--- config.mk ---
export PLATFORM = sky130hd
export DESIGN_NAME = vna_mul
export DESIGN_NICKNAME = d
export VERILOG_FILES = /design/src/rtl/vna_pkg.sv /design/src/rtl/vna_mul.sv
export SDC_FILE = /design/constraint.sdc
export NUM_CORES = 2
export LEC_CHECK = 0
export BUFFER_PORTS_ARGS = -buffer_cell sky130_fd_sc_hd__buf_2
export CAP_MARGIN = 20
export CORE_MARGIN = 10
export CORE_UTILIZATION = 60
export DETAILED_ROUTE_END_ITERATION = 12
export PLACE_DENSITY = 0.84
export SYNTH_ARGS = -nofsm -noshare
export SYNTH_HDL_FRONTEND = slang
export SYNTH_SLANG_ARGS = --single-unit
--- constraint.sdc ---
create_clock -name clk_i -period 8.1 [get_ports clk_i]
set_clock_uncertainty 0.05 [all_clocks]
set_input_delay 0.405 -clock clk_i [delete_from_list [all_inputs] [get_ports clk_i]]
set_output_delay 0.405 -clock clk_i [all_outputs]
set_load 0.005 [all_outputs]
--- src/rtl/vna_pkg.sv ---
// Package for the vertex normal accumulator: shared widths, defaults and the item kinds.
// Used by the top level, the multiplier and the port checker.
package vna_pkg;

  localparam int MAX_VERTICES_DEF = 1024;
  localparam int COORD_BITS_DEF   = 16;
  localparam int ACCUM_BITS_DEF   = 44;

  localparam int MODE_W     = 2;
  localparam int IDX_W      = 10;
  localparam int POS_W      = 16;
  localparam int NORM_W     = 16;
  localparam int IN_DATA_W  = 88;
  localparam int OUT_DATA_W = 56;

  // Shared multiplier operand width and normalisation working widths.
  localparam int MUL_W  = 32;
  localparam int R_W    = 30;
  localparam int ROOT_W = 64;
  localparam int N_W    = 32;
  localparam int DIV_W  = 48;
  localparam int FRAC_W = 15;

  typedef enum logic [MODE_W-1:0] {
    MODE_LOAD  = 2'd0,
    MODE_FACE  = 2'd1,
    MODE_QUERY = 2'd2
  } mode_e;

endpackage

--- src/rtl/vna_mul.sv ---
// Registered signed multiplier shared by the cross product and the sum of squares.
// Depends on vna_pkg for the operand width.
module vna_mul
  import vna_pkg::*;
(
  input  logic                      clk_i,
  input  logic signed [MUL_W-1:0]   a_i,
  input  logic signed [MUL_W-1:0]   b_i,
  output logic signed [2*MUL_W-1:0] p_o
);

  always_ff @(posedge clk_i) begin
    p_o <= a_i * b_i;
  end

endmodule

# After elaboration in Yosys (flattened, before gate mapping)
# Cells that the tools add are included.
# word_totals
reg_bits,64
# classes
n_mul,1
# ops
op,n
multiplier 32 x 32 -> 64 bit,1

# Logic depth before layout (Yosys ltp)
# depth
depth_word,1
mapped_depth,28

# Worst setup path before layout
# OpenSTA, ideal clock, no wires.
# synth_timing
path_type,input -> register
start,input port b_i[2]
end,register p_o[62]
slack_ps,384
n_path_buf,1
setup_time_ps,72
arrival_ps,7594
required_time_ps,7978
path_stages,24
path_cell_list,clkbuf_1 -> nand2_1 -> inv_1 -> fa_1 -> fa_1 -> fa_1 -> fa_1 -> inv_1 -> fa_1 -> inv_1 -> fa_1 -> inv_1 -> fa_1 -> inv_1 -> fa_1 -> ha_1 -> and3_1 -> nand2_1 -> or3_1 -> o22a_1 -> o211ai_1 -> a31oi_1 -> o31ai_1 -> xor2_1
# synth_between
elab_chain_len,1
# synth_rtl
item,line_no,text
"start, declared",vna_mul.sv:8,"input logic signed [MUL_W-1:0] b_i,"
multiplier 32 x 32 -> 64 bit,vna_mul.sv:13,p_o <= a_i * b_i;
"end signal, assigned",vna_mul.sv:13,
"end, declared",vna_mul.sv:9,output logic signed [2*MUL_W-1:0] p_o
# Every way passes these cells.

# Worst setup path after layout
# layout_timing
start,input port b_i[6]
end,register p_o[61]
# The elaborated chain is that of the path after synthesis.

==> flow_summary.toml <==
[critical_path]
cp-end-kind = "flip-flop"
path_class = "input pin to flip-flop"
cp_data_arrival_time_ns = 8.01
worstPathRequired_ns = 8.37
critPathMaxFanout = 14
cp-start-kind = "input pin"

[global_route]
grt_pass1_vias = 31304
grt_max_degree = 32
grt_overflow = 0
grt_pass1_wl_um = 164000
antenna_found_initial = 14
grt_usage_pct = 28.6

[yosys]
synth-simple-area-share_pct = 15.4
synth_top_family_by_area = "adder cells"
ys_seq_area_share_pct = 3.44
syn_avg_cell_area_um2 = 9.59
synth_warnings = 0
ys.flop_type = "dfxtp_1"
yosysUniqueCellTypes = 63
synth_nets = 5215
synth-seq-cells = 64
netlist_instances = 3884
synthXorXnorAreaFrac_pct = 1.76
synth.area.mux_share_pct = 0
async_flop_share_pct = 0
synth_compound_area_share_pct = 3.46
netlist_area_um2 = 37200
synth_adder_area_share_pct = 64.3
synth-edff-count = 0

[clock_tree]
ctsResizeCount = 0
post_cts_buffers = 0
cts_buffers = 9
cts_hold_buf = 0
clk_transition_reported_paths_ns = 0.07
clock_path_buffers = 2
root_buffer = "clkbuf_16"
htreeDepth = 3
cts_sinks = 64
cts_tree = "done"

[cells_and_area]
fin_nets = 5390
area_growth_pct = 8.75
regMostFlops = "p_o"
final_cells = 4903
fillers = 4530
layout-drive-gt1-share_pct = 9.92
reg_top3 = "p_o x64"
final_cell_area_um2 = 40500
largest_reg_flops = 64

[detailed_routing]
drt_wl_total_um = 98800
wl_per_cell_um = 20.2
route.detailed.drc = 0
num_vias = 27067
ant_nets = 0
first_iter_violations = 1887
avgViaCountPerCell = 5.52
dr.pass1.iters = 6

[timing]
worst_pin_slew_ns = 0.644
fin_setup_tns_ns = 0
fmax_ghz = 0.129
hold_viol_final = 0
finalSetupViolCount = 0
rsz0062_at_grt = "false"
finalCritPeriodShare_pct = 95.5
relSlewSlack_pct = 57.0
setup_ws_ns = 0.362
finalCriticalPeriod_ns = 7.74
maxSlewViolCount = 0

[place]
hpwl_um = 86200
place_ws_ns = -0.117
place_area_um2 = 40100
place_congestion = 0.931
io_buffer_count = 128
dpl.cell_count = 4885

[die]
dieArea_um2 = 72400
ios = 129
start_util_pct = 60.5
die_w_um = 269
core_area_um2 = 61600
std_cell_rows = 91
die_h_um = 269

[worst_hold_path]
hp-class = "input pin to flip-flop"

[outcome]
status = "completed"

[run]
drv_cap = 0
-- path summary, 6_finish.rpt --
| check | from | endpoint | cells after the start |
|---|---|---|---|
| setup / recovery | b_i[6] | p_o[61] | 28 |
| hold / removal | a_i[0] | p_o[0] | 3 |
-- cells in the mapped netlist, drive strengths merged (2+ instances only) --
master / count / area (µm²)
o31a: 2 / 18.8
and3: 9 / 62.6
xor2: 22 / 193
o31ai: 7 / 66.3
nand3: 15 / 75.1
nand2: 511 / 1920
a21oi: 68 / 340
clkbuf: 195 / 732
a21o: 25 / 190
a21boi: 3 / 22.5
fa: 1082 / 21700
a31oi: 13 / 96.3
and2: 516 / 3230
and4: 4 / 37.5
o21ai: 31 / 163
nand3b: 2 / 18.8
or3: 5 / 32.5
inv: 952 / 3570
nand2b: 9 / 56.3
nor2b: 3 / 18.8
o211ai: 3 / 22.5
ha: 184 / 2300
nor4: 2 / 18.8
o21bai: 15 / 113
dfxtp: 64 / 1280
nor2: 42 / 158
o22a: 2 / 17.5
nand4: 7 / 43.8
nor3: 7 / 40.0
a211oi: 8 / 87.6
o21a: 4 / 30.0
xnor2: 53 / 464
a2111oi: 2 / 25.0
buf: 5 / 22.5
-- cell families (layout without fill, tap and decap cells) --
logic type / Yosys count / after routing
simple gates: 1134 / 1134
buf+inv: 1152 / 1332
compound gates: 193 / 193
flops: 64 / 64
fa+ha+maj: 1266 / 1266
xor+xnor: 75 / 75
other cells: 0 / 2
-- layout make-up --
| class | instances | area, µm² | share of cell area [%] |
|---|---|---|---|
| clock inverter | 5 | 81.3 | 0.201 |
| timing repair buffer | 364 | 2630 | 6.48 |
| sequential | 64 | 1280 | 3.16 |
| tap | 837 | 1050 | 2.59 |
| clock buffer | 11 | 233 | 0.575 |
| multi-input combinational | 2668 | 31700 | 78.2 |
| inverter | 952 | 3570 | 8.82 |
| antenna | 2 | 5.00 | 0.0124 |
-- metal layers --
| layer | part of all wire, % | up-vias | GRT usage, % | wire, µm |
|---|---|---|---|---|
| li1 | - | 11400 | - | - |
| met1 | 35 | 13945 | 33.5 | 34700 |
| met2 | 50 | 1290 | 47.9 | 49100 |
| met5 | 0.13 | - | 0 | 126 |
| met4 | 7.1 | 20 | 17.7 | 7000 |
| met3 | 8.0 | 412 | 6.11 | 7950 |
-- critical path, stage by stage --
cell      delay, ns
buf_2          0.27
buf_4          0.28
and2_1         0.18
fa_1           0.45
fa_1           0.48
fa_1           0.55
inv_1          0.05
fa_1           0.47
inv_1          0.05
fa_1           0.50
inv_1          0.06
fa_1           0.53
inv_1          0.05
fa_1           0.49
fa_1           0.42
ha_1           0.35
buf_4          0.17
a21oi_1        0.13
o21ai_0        0.16
a221oi_1       0.32
o21ai_2        0.18
and4_4         0.22
a211oi_4       0.26
buf_4          0.19
o21ai_2        0.09
a221o_1        0.34
a31oi_1        0.21
xnor2_1        0.14
-- cell usage in the layout (no fill, tap or decap), drive strengths merged, types with 3 or more instances in the layout --
cell type and instances:
and3 9, nand2b 9, o21ai 31, ha 184, a31oi 13, o211ai 3, a21oi 68, nand3 15
a21o 25, buf 360, xnor2 53, nor2b 3, and2 516, inv 952, o31ai 7, o21a 4
nor3 7, nand2 511, a21boi 3, and4 4, or3 5, o21bai 15, xor2 22, dfxtp 64
a211oi 8, clkbuf 15, fa 1082, nand4 7, nor2 42
-- stage by stage --
| stage | utilization (%) | hold WS [ns] |
|---|---|---|
| after floorplan | - | 0.482 |
| after global routing | 65.7 | 0.631 |
| after detailed placement | 65.2 | 0.734 |
| final | 65.7 | 0.593 |
| after CTS | 65.7 | 0.584 |
| after global placement | 65.2 | 0.737 |
Power is left out: the tool's default activity adds up to more than one toggle a clock period on the data nets, which glitch-free logic cannot reach.
