## config.mk

```make
export PLATFORM = sky130hd
export DESIGN_NAME = vna_ram
export DESIGN_NICKNAME = d
export VERILOG_FILES = /design/src/rtl/vna_ram.sv
export SDC_FILE = /design/constraint.sdc
export NUM_CORES = 1
export LEC_CHECK = 0
export BUFFER_PORTS_ARGS = -buffer_cell sky130_fd_sc_hd__clkbuf_2
export CAP_MARGIN = 20
export CELL_PAD_IN_SITES_DETAIL_PLACEMENT = 0
export CELL_PAD_IN_SITES_GLOBAL_PLACEMENT = 1
export CORE_MARGIN = 2
export CORE_UTILIZATION = 53
export DETAILED_ROUTE_END_ITERATION = 8
export PLACE_DENSITY_LB_ADDON = 0.3
export SLEW_MARGIN = 30
export SYNTH_ARGS = -nofsm -noshare
export SYNTH_HDL_FRONTEND = slang
export SYNTH_SLANG_ARGS = --single-unit
```

## constraint.sdc

```tcl
create_clock -name clk_i -period 2 [get_ports clk_i]
set_clock_uncertainty 0.15 [all_clocks]
set_input_delay 0.1 -clock clk_i [delete_from_list [all_inputs] [get_ports clk_i]]
set_output_delay 0.1 -clock clk_i [all_outputs]
set_load 0.01 [all_outputs]
```

## src/rtl/vna_ram.sv

```systemverilog
// Generic simple dual-port RAM with one write port and one registered read port.
// No dependencies.
module vna_ram #(
  parameter int Width = 8,
  parameter int Depth = 16
) (
  input  logic                                    clk_i,
  input  logic                                    we_i,
  input  logic [(Depth > 1 ? $clog2(Depth) : 1)-1:0] waddr_i,
  input  logic [Width-1:0]                        wdata_i,
  input  logic [(Depth > 1 ? $clog2(Depth) : 1)-1:0] raddr_i,
  output logic [Width-1:0]                        rdata_o
);

  logic [Width-1:0] mem_q [Depth];

  always_ff @(posedge clk_i) begin
    if (we_i) begin
      mem_q[waddr_i] <= wdata_i;
    end
    rdata_o <= mem_q[raddr_i];
  end

endmodule

```

## Yosys cells after proc, flatten, opt, wreduce, memory -nomap -nowiden

Memories as Yosys holds them, arrays and structs flattened. A register that Yosys moved wholly into a read port is not among the register bits.
Cells that the tools add are included.

| word-level totals | value |
|---|---|
| register bits | 0 |
| RAM bits | 128 |
| output and inout port bits | 8 |
| memories kept | 1 |

| operators by class | value |
|---|---|
| mux-type cells | 2 |

Memory list:

| memory | depth | width | read ports | clocked after Yosys merged registers in | write ports | line | source |
|---|---|---|---|---|---|---|---|
| mem_q | 16 | 8 | 1 | 1 | 1 | 15 | `logic [Width-1:0] mem_q [Depth];` |

Operators by type and width:

| operator | count |
|---|---|
| two-way mux 1 bit | 2 |

## Longest topological paths before layout

Gate-level depths: netlist of the first run.

| depth | value |
|---|---|
| word-level depth | 2 |
| mapped depth | 5 |
| gate-level depth less buffers | 3 |

## Worst setup path before layout of the first run

OpenSTA, ideal clock, no wires.

| timing | value |
|---|---|
| path kind | input to register |
| start | input waddr_i[2] (netlist name) |
| end | memory mem_q[0][0] (enable) |
| arrival | 1.210 ns |
| required time | 1.467 ns |
| slack | 0.257 ns |
| cell stages on the path | 2 |
| cell sequence | or3b_2 nor3_1 |

RTL lines:

| item | line | source |
|---|---|---|
| start, declared | 9 | `input logic [(Depth > 1 ? $clog2(Depth) : 1)-1:0] waddr_i,` |
| end, declared | 15 |  |

No word-level cell before the write port.

==> results of run 1 <==
## power by group
part / switching [mW] / internal (mW)
logic: 0.174 / 0.145
registers: 0.0229 / 3.19
clock network: 1.17 / 1.91
total: 1.36 / 5.24
## path summary, 6_finish.rpt
path                              to  slack, ns
setup reg to reg  rdata_o[7]$_DFF_P_       0.43
hold / removal    rdata_o[2]$_DFF_P_       0.03
hold reg to reg   rdata_o[7]$_DFF_P_       0.52
setup / recovery  rdata_o[6]$_DFF_P_       0.32
## final cells by class
type	count	area, um2	share of cell area (%)
repair buffers	58	430	6.89
well taps	129	161	2.59
multi-input cells	83	1060	16.9
flip-flops and latches	136	4000	64.1
clock inverters	14	173	2.77
clock buffers	18	418	6.69
## registers in the layout, indices dropped and copies added (netlist names)
signal / cells
rdata_o: 8
mem_q: 128
## logic make-up after synthesis
family / count (synthesis) / share of synthesized area (%)
buf+inv: 10 / 1.68
mux: 32 / 15.0
compound gates: 16 / 2.33
flops: 136 / 77.8
simple gates: 35 / 3.18
## cells in the mapped netlist (all sizes together)
| library cell | instances | area share (%) |
|---|---|---|
| or3b | 1 | 0.17 |
| and2 | 1 | 0.12 |
| edfxtp | 128 | 75 |
| nand2b | 2 | 0.24 |
| buf | 7 | 1.1 |
| mux4 | 32 | 15 |
| nor2 | 13 | 0.95 |
| nand3 | 1 | 0.097 |
| nand2 | 9 | 0.66 |
| nor3 | 4 | 0.39 |
| clkdlybuf4s25 | 3 | 0.58 |
| nand3b | 2 | 0.29 |
| dfxtp | 8 | 3.1 |
| a22oi | 16 | 2.3 |
| nor2b | 1 | 0.12 |
| and2b | 1 | 0.15 |
## critical path, cell delays in order
cell	delay, ns
dlygate4sd3_1	0.53
clkbuf_2	0.12
nor2_1	0.04
dlygate4sd3_1	0.55
buf_4	0.18
a22oi_1	0.29
nand2_1	0.12
## stage by stage
stage	hold WS, ns	area [um2]	util (%)
3_5_place_dp	0.361	5520	59.2
4_1_cts	0.0138	6240	66.9
5_1_grt	0.0579	6240	66.9
3_3_place_gp	0.365	5520	59.2
6_report	0.0261	6240	66.9
2_1_floorplan	0.0489	5150	-
## routing by layer
layer / global-route usage (%) / vias up
li1: - / 1111
met1: 28.6 / 1264
met2: 34.3 / 94
met3: 6.71 / 12
met4: 8.00 / 0
met5: 0 / -
==> results.md, run 1 <==
* # resized after CTS at 0
* Setup crit end kind: register
* Synth cell types at 19
* Setup WS post-layout at 0.317 ns
* Max-cap violations at 0
* Hold-fix buffers at CTS at 13
* Final Max Tran Viols at 0
* Status: finished clean
* Worst setup startpoint: raddr_i[3]
* Final #Nets at 314
* Syn Inst Count at approximately 230
* Clock transition at path regs at 0.06 ns
* Vias at 2481
* Vias in the first global route at 2618
* 1st-pass router iterations at 5
* Detail Route met3 WL at between 600 and 700 um
* Dpl ws at about 0.26 ns
* Power, Total at 6.60 mW
* Critical path peak fanout at 8
* RSZ-0062 raised after global routing: false
* Yosys warns at 0
* Width of the die at 103 um
* ANT cells at 0
* Worst hold start: raddr_i[2]
* Row cnt at 35
* DR top layer: met4
* H-tree levels at 4
* Total CTS buffers at 17
* Startpoint class of the critical path: primary input
* Worst vdd ir at 0.000700 V
* Initial DRC Count at 150
* Final setup viols at 0
* Layout overhead on the synthesized area at 21.3%
* Total Die Area at 0.0105 mm2
* FF-to-FF path depth at 3
* Synthesized area at 0.00515 mm2
* DP HPWL at 5950 um
* Hold WC Path Type: in -> reg
* Post-CTS Setup Bufs at 0
* Sum of negative setup slack at 0 ns
* Die height at 103 um
* Worst skew pair latency at 0.52 ns
* WP data required at between 2 and 2.5 ns
* CP Class: in -> reg
* Sequential area share after synthesis at 77.8%
* Avg Cell Area, Syn at 22.5 um2
* Initial Util at 55.2%
* Core area at between 0.009 and 0.01 mm2
* Via-per-instance ratio at around 5.7
* Drt drc at 0
* Routed Wire Length at 10000 um
* R2R Path Start: mem_q[4][7]$_DFFE_PP_
* Largest net degree at the start of global routing at 33
* Lkg Pwr at between 2 and 2.5 nW
* Period utilization at 84.2%
* First-pass GRT wire length at 15500 um
* I/O Pins at 26
* Post-Place Cells at 393
* Hold Fails Final Rpt at 0
* Commonest non-fill, non-tap cell in the layout: edfxtp_1
* CTS tree: built
* Max Buffers Root-to-Sink at 2
* Final min period at roughly 1.7 ns
* Share of cells above drive strength 1 at 30.4%
* Hold depth at 5
* Power Density at roughly 1100 mW/mm2
* WP data arrival at 1.93 ns
* Antenna violations before repair at 0
* Grt total ovfl at 0
* Most frequent cells in the layout: 128 x edfxtp_1, 25 x clkbuf_2, 18 x mux4_2, 18 x buf_4
* Max frequency at 594 MHz
* DRT met1 WL at ~4000 um
* Routed WL per cell at ~23 um
* Root buffer cell: clkbuf_8
* IO buf count at 25
* Max transition margin at between 70 and 80%
* Fillers at 584
* Final GP Congestion at 0.715
* Non-filler instance count after layout at 438
* FF+latch count, synth at roughly 140
* All-Layer GR Usage at about 22%
* Post-route ant nets at 0
* Worst Tran Pin Value at 0.433 ns
* Clock Sinks at 136
* Syn Nets at 247
* Met2 WL at 5170 um
(Power assumes the default switching activity.)
==> inputs of run 2 (changes only) <==
CORE_UTILIZATION = 48   (was 53)
clock period = 1.4 ns   (was 2 ns; I/O delays follow)
==> run 2 against run 1 <==
Against the previous run:
- the run now ends with hold timing, setup timing left
- die area is 10% higher
- count of clock-buffer cells in the layout stayed put
- sequential cell count stayed put
- highest routed layer unchanged
- power is 39% higher
- clock power is 32% higher
- cell area is 1.4% higher
- core utilization is 5.9 points lower
- largest cell class unchanged
- combinational power is 61% higher
==> results.md, run 2 (same netlist as run 1, synthesis figures left out) <==
* Routed WL per cell at 22.2 um (was 22.8 um)
* Non-filler instance count after layout at 455 (was 438)
* Max reg flops at 128 (unchanged)
* Vias in the first global route at 2488 (was 2618)
* All-Layer GR Usage at 19.1% (was 21.6%)
* Status: complete, but fails checks (was finished clean)
* Lkg Pwr at 2.16 nW (about the same)
* Psw at 1.85 mW (was 1.36 mW)
* Max transition margin at 43.9% (was 71.1%)
* Worst Tran Pin Value at 0.838 ns (was 0.433 ns)
* Drt drc at 0 (unchanged)
* Hold depth at 4 (was 5)
* DP HPWL at 6250 um (was 5950 um)
* Internal at 7.30 mW (was 5.24 mW)
* Root buffer cell: clkbuf_8 (unchanged)
* Core area at 0.0104 mm2 (was 0.00933 mm2)
* Row cnt at 37 (was 35)
* Share of cells above drive strength 1 at 39.8% (was 30.4%)
* Setup WS post-layout at -0.0485 ns (was 0.317 ns)
* Commonest non-fill, non-tap cell in the layout: edfxtp_1 (unchanged)
* Routed Wire Length at 10100 um (was 10000 um)
* H-tree levels at 4 (unchanged)
* WP data arrival at 1.69 ns (was 1.93 ns)
* Vias at 2488 (was 2481)
* Reg2Reg Setup Slack at -0.05 ns (was 0.43 ns)
* Clock power frac at 44.3% (was 46.6%)
* Share of power burned in registers at 50.1% (was 48.6%)
* Total CTS buffers at 17 (unchanged)
* IO buf count at 25 (unchanged)
* Worst vdd ir at 0.000759 V (was 0.000700 V)
* Final GP Congestion at 0.727 (was 0.715)
* Final Max Tran Viols at 0 (unchanged)
* Clock transition at path regs at 0.06 ns (about the same)
* Largest register by flop count: mem_q (unchanged)
* Largest regs: mem_q x128, rdata_o x8 (unchanged)
* Clock Sinks at 136 (unchanged)
* Hold Fails Final Rpt at 1 (was 0)
* Power, Total at 9.16 mW (was 6.60 mW)
* R2R Path Start: mem_q[6][7]$_DFFE_PP_ (was mem_q[4][7]$_DFFE_PP_)
* Startpoint class of the critical path: register (was primary input)
* Comb pwr share at 5.6% (was 4.8%)
* Antenna violations before repair at 0 (unchanged)
* Initial DRC Count at 218 (was 150)
* Setup crit end kind: register (unchanged)
* Largest net degree at the start of global routing at 24 (was 33)
* Finished Cell Area at 0.00633 mm2 (was 0.00624 mm2)
* Sum of negative setup slack at -0.209 ns (was 0 ns)
* Worst hold start: raddr_i[2] (unchanged)
* Via-per-instance ratio at 5.47 (was 5.66)
* Max-cap violations at 0 (unchanged)
* Max Buffers Root-to-Sink at 2 (unchanged)
* Max frequency at 690 MHz
* Switch share at 20.3% (was 20.6%)
* Grt total ovfl at 0 (unchanged)
* Final min period at 1.45 ns
* FF-to-FF path depth at 3 (unchanged)
* Period utilization at 103%
* Power Density at 1450 mW/mm2 (was 1060 mW/mm2)
* Die height at 108 um (was 103 um)
* Initial Util at 49.6% (was 55.2%)
* Fin Hold WS at -0.0173 ns (was 0.0261 ns)
* FF-to-FF End: rdata_o[7]$_DFF_P_ (unchanged)
* Final #Nets at 325 (was 314)
* ANT cells at 0 (unchanged)
* I/O Pins at 26 (unchanged)
* Worst skew pair latency at 0.51 ns (was 0.52 ns)
* Final setup viols at 8 (was 0)
* 1st-pass router iterations at 5 (unchanged)
* Post-route ant nets at 0 (unchanged)
* Dpl cell area at 0.00563 mm2 (was 0.00552 mm2)
* Hold WC Path Type: in -> reg (unchanged)
* First-pass GRT wire length at 15000 um (was 15500 um)
* Post-Place Cells at 410 (was 393)
* WP data required at 1.64 ns (was 2.25 ns)
* CP Class: reg -> reg (was in -> reg)
* RSZ-0062 raised after global routing: true (was false)
* CTS tree: built (unchanged)
* Layout overhead on the synthesized area at 23.0% (was 21.3%)
* Total Die Area at 0.0116 mm2 (was 0.0105 mm2)
* Most frequent cells in the layout: 128 x edfxtp_1, 29 x mux4_2, 27 x buf_4 (was 128 x edfxtp_1, 25 x clkbuf_2, 18 x mux4_2, 18 x buf_4)
* Critical path peak fanout at 1 (was 8)
* Width of the die at 108 um (was 103 um)
* Violated checks: hold timing, setup timing
* Hold path endpoint: rdata_o[4]$_DFF_P_ (was rdata_o[2]$_DFF_P_)
[run 2: cell types whose count changed in the layout (fill, tap and decap cells not counted), moves of 9 or more]
cell	delta
mux4_1	-11
mux4_2	+11
a22oi_1	-9
a22oi_2	+9
buf_4	+9
[run 2: how the worst max path moves through the flow]
| stage | startpoint | endpoint | cells past startpoint |
|---|---|---|---|
| detailed placement | raddr_i[0] | rdata_o[5]$_DFF_P_ | 6 |
| global route | mem_q[3][6]$_DFFE_PP_ | rdata_o[6]$_DFF_P_ | 3 |
| finish | mem_q[6][7]$_DFFE_PP_ | rdata_o[7]$_DFF_P_ | 3 |
| floorplan | waddr_i[2] | mem_q[3][0]$_DFFE_PP_ | 2 |
| global placement | raddr_i[0] | rdata_o[5]$_DFF_P_ | 6 |
| CTS | mem_q[3][6]$_DFFE_PP_ | rdata_o[6]$_DFF_P_ | 3 |
[run 2: power groups by stage]
stage	clock (mW)	sequential, mW	combinational [mW]
6_report	4.06	4.58	0.512
5_1_grt	4.33	4.59	0.555
4_1_cts	4.13	4.59	0.502
3_5_place_dp	0	4.67	0.462
3_3_place_gp	0	4.66	0.457
2_1_floorplan	0	4.67	0.232
[run 2: final cells by class]
| type | instances | area [um2] |
|---|---|---|
| fillers | 731 | 4040 |
| clock inverters | 13 | 133 |
| well taps | 136 | 170 |
| clock buffers | 18 | 418 |
| repair buffers | 69 | 528 |
| multi-input cells | 83 | 1080 |
| flip-flops and latches | 136 | 4000 |
[run 2: worst max-delay path: stages (launching register included)]
cell,delay (ns)
edfxtp_1,0.37
mux4_2,0.49
a22oi_1,0.25
nand2_1,0.08
[run 2: per-layer routing]
metal  track usage, %  routed length (um)  vias to the layer above
li1                 -                   -                     1122
met1             26.8                4390                     1271
met2             29.4                5060                       93
met3             5.81                 609                        2
met4             5.22                  33                        0
met5                0                   0                        -
[run 2: timing repair]
| item | CTS | global route |
|---|---|---|
| pin swaps | 6 | 3 |
| hold endpoints to repair | 153 | 2 |
| endpoints found under the setup margin | 8 | 8 |
| hold buffers | 11 | 3 |
| setup buffers | 0 | 0 |
| resized for setup | 12 | 9 |
[run 2: stage by stage]
step	setup WS, ns	util, %
floorplan	-0.0861	-
global placement	-0.348	54.3
detailed placement	-0.318	54.3
CTS	-0.0646	60.7
global route	-0.100	61.1
finish	-0.0485	61.1
==> inputs of run 3 (changes only) <==
HOLD_SLACK_MARGIN = 0.1   (was not set)
REMOVE_ABC_BUFFERS = 1   (was not set)
==> run 3 against run 2 <==
Against the previous run:
- the flow still finishes with violations (hold timing, setup timing)
- largest power group unchanged
- count of clock-buffer cells in the layout stayed put
- hold slack lost 0.048 ns
- critical path depth did not move
- clock power up 7.4%
- cell count is 2.0% lower
- first-iteration DRC count down 33%
- core utilization decreased by 0.31 points
- sequential cell count is the same
- routed wire length fell by 9.5%
- critical path type unchanged
- sequential share of layout area up 0.33 points
- largest cell class unchanged
==> results.md, run 3 (same netlist as run 1, synthesis figures left out) <==
* Worst skew pair latency at 0.50 ns (was 0.51 ns)
* Hold-fix buffers at CTS at 11 (unchanged)
* Violated checks: hold timing, setup timing (unchanged)
* Worst vdd ir at 0.000651 V (was 0.000759 V)
* Max Buffers Root-to-Sink at 2 (unchanged)
* Die height at 108 um (unchanged)
* CP Class: reg -> reg (unchanged)
* Power Density at 1500 mW/mm2 (was 1450 mW/mm2)
* Via-per-instance ratio at 5.53 (was 5.47)
* Grt total ovfl at 0 (unchanged)
* Largest net degree at the start of global routing at 22 (was 24)
* RSZ-0062 raised after global routing: true (unchanged)
* CP max stage cell: mux4_2 (unchanged)
* Commonest non-fill, non-tap cell in the layout: edfxtp_1 (unchanged)
* Final Max Tran Viols at 0 (unchanged)
* Non-filler instance count after layout at 446 (was 455)
* First-pass GRT wire length at 14200 um (was 15000 um)
* Setup WS post-layout at -0.0382 ns (was -0.0485 ns)
* CTS tree: built (unchanged)
* Max transition margin at 36.9% (was 43.9%)
* Total CTS buffers at 17 (unchanged)
* Antenna violations before repair at 0 (unchanged)
* Hold Fails Final Rpt at 7 (was 1)
* Routed WL per cell at 20.5 um (was 22.2 um)
* Width of the die at 108 um (unchanged)
* ANT cells at 0 (unchanged)
* Power, Total at 9.44 mW (was 9.16 mW)
* H-tree levels at 4 (unchanged)
* I/O Pins at 26 (unchanged)
* Setup crit end kind: register (unchanged)
* Routed Wire Length at 9130 um (was 10100 um)
* Crit-path leading delay family: multiplexers (unchanged)
* Post-Place Cells at 403 (was 410)
* Max reg flops at 128 (unchanged)
* Initial DRC Count at 147 (was 218)
* Hold WC Path Type: in -> reg (unchanged)
* DP HPWL at 5920 um (was 6250 um)
* Sum of negative setup slack at -0.0498 ns (was -0.209 ns)
* Final setup viols at 2 (was 8)
* Drt drc at 0 (unchanged)
* Initial Util at 49.6% (unchanged)
* Post-route ant nets at 0 (unchanged)
* Root buffer cell: clkbuf_8 (unchanged)
* Fin Hold WS at -0.0651 ns (was -0.0173 ns)
* Total Die Area at 0.0116 mm2 (unchanged)
* Largest register by flop count: mem_q (unchanged)
* Period utilization at 103% (about the same)
* WP buf/inv at 0 (unchanged)
* Worst path max stage delay at 0.50 ns (was 0.49 ns)
* Fillers at 737 (was 731)
* Final min period at 1.44 ns (was 1.45 ns)
* Core area at 0.0104 mm2 (unchanged)
* Final #Nets at 315 (was 325)
* Clock transition at path regs at 0.06 ns (about the same)
* Largest regs: mem_q x128, rdata_o x8 (unchanged)
* Critical-path cell list: mux4_2, a22oi_2, nand2_1 (was mux4_2, a22oi_1, nand2_1)
* Share of cells above drive strength 1 at 39.0% (was 39.8%)
* Lkg Pwr at 2.12 nW (was 2.16 nW)
* WP data required at 1.63 ns (was 1.64 ns)
* Status: complete, but fails checks (unchanged)
* Vias in the first global route at 2542 (was 2488)
* Final GP Congestion at 0.732 (was 0.727)
* Vias at 2466 (was 2488)
* Max frequency at 695 MHz (was 690 MHz)
* Most frequent cells in the layout: 128 x edfxtp_1, 29 x mux4_2, 25 x clkbuf_2 (was 128 x edfxtp_1, 29 x mux4_2, 27 x buf_4)
* Critical path peak fanout at 1 (unchanged)
* 1st-pass router iterations at 4 (was 5)
* Clock Sinks at 136 (unchanged)
* Startpoint class of the critical path: register (unchanged)
* Layout overhead on the synthesized area at 22.4% (was 23.0%)
* All-Layer GR Usage at 17.4% (was 19.1%)
* Max-cap violations at 0 (unchanged)
* Row cnt at 37 (unchanged)
* IO buf count at 25 (unchanged)
* Worst Tran Pin Value at 0.945 ns (was 0.838 ns)
* WP data arrival at 1.67 ns (was 1.69 ns)
==> run 3: path summary, 6_finish.rpt <==
check,start,slack (ns),endpoint,depth (start not counted)
max,mem_q[11][0]$_DFFE_PP_,-0.04,rdata_o[0]$_DFF_P_,3
min,raddr_i[2],-0.07,rdata_o[2]$_DFF_P_,4
max reg2reg,mem_q[11][0]$_DFFE_PP_,-0.04,rdata_o[0]$_DFF_P_,3
min reg2reg,mem_q[7][2]$_DFFE_PP_,0.53,rdata_o[2]$_DFF_P_,3
==> run 3: power by group <==
part | total (mW) | internal [mW] | switching, mW
Clock | 4.36 | 2.73 | 1.64
Combinational | 0.488 | 0.231 | 0.257
Sequential | 4.58 | 4.55 | 0.0292
Total | 9.44 | 7.51 | 1.93
==> run 3: worst register-to-register path, cell delays in order, from the launching register on <==
cell and delay, ns:
edfxtp_1 0.37, mux4_2 0.50, a22oi_2 0.22, nand2_1 0.08
==> run 3: area by class of cell <==
class                           count  area [um2]  area share, %
Multi-Input combinational cell     83        1080           17.1
Clock inverter                     14         173           2.74
Tap cell                          136         170           2.70
Sequential cell                   136        4000           63.6
Clock buffer                       18         418           6.63
Timing Repair Buffer               59         458           7.27
==> run 3: what timing repair did <==
action                                  in CTS  in global routing
gates resized for setup                     17                  7
endpoints found under the setup margin       8                  8
pin swaps                                    5                  3
setup buffers                                0                  0
cloned                                       0                  0
endpoints found under the hold margin      228                 40
==> run 3: per-layer routing <==
metal	track usage (%)	vias up	part of all wire [%]
met5	0	-	0
met4	6.78	0	1.3
met3	4.78	11	5.2
met2	28.3	74	52
met1	22.3	1281	42
li1	-	1100	-
==> run 3: per-stage QoR <==
step | setup WS (ns) | util, % | instance area (um2)
floorplan | -0.313 | - | 5060
global placement | -0.217 | 53.8 | 5580
detailed placement | -0.231 | 53.8 | 5580
CTS | -0.0242 | 60.7 | 6290
global route | -0.0838 | 60.7 | 6300
finish | -0.0382 | 60.7 | 6300
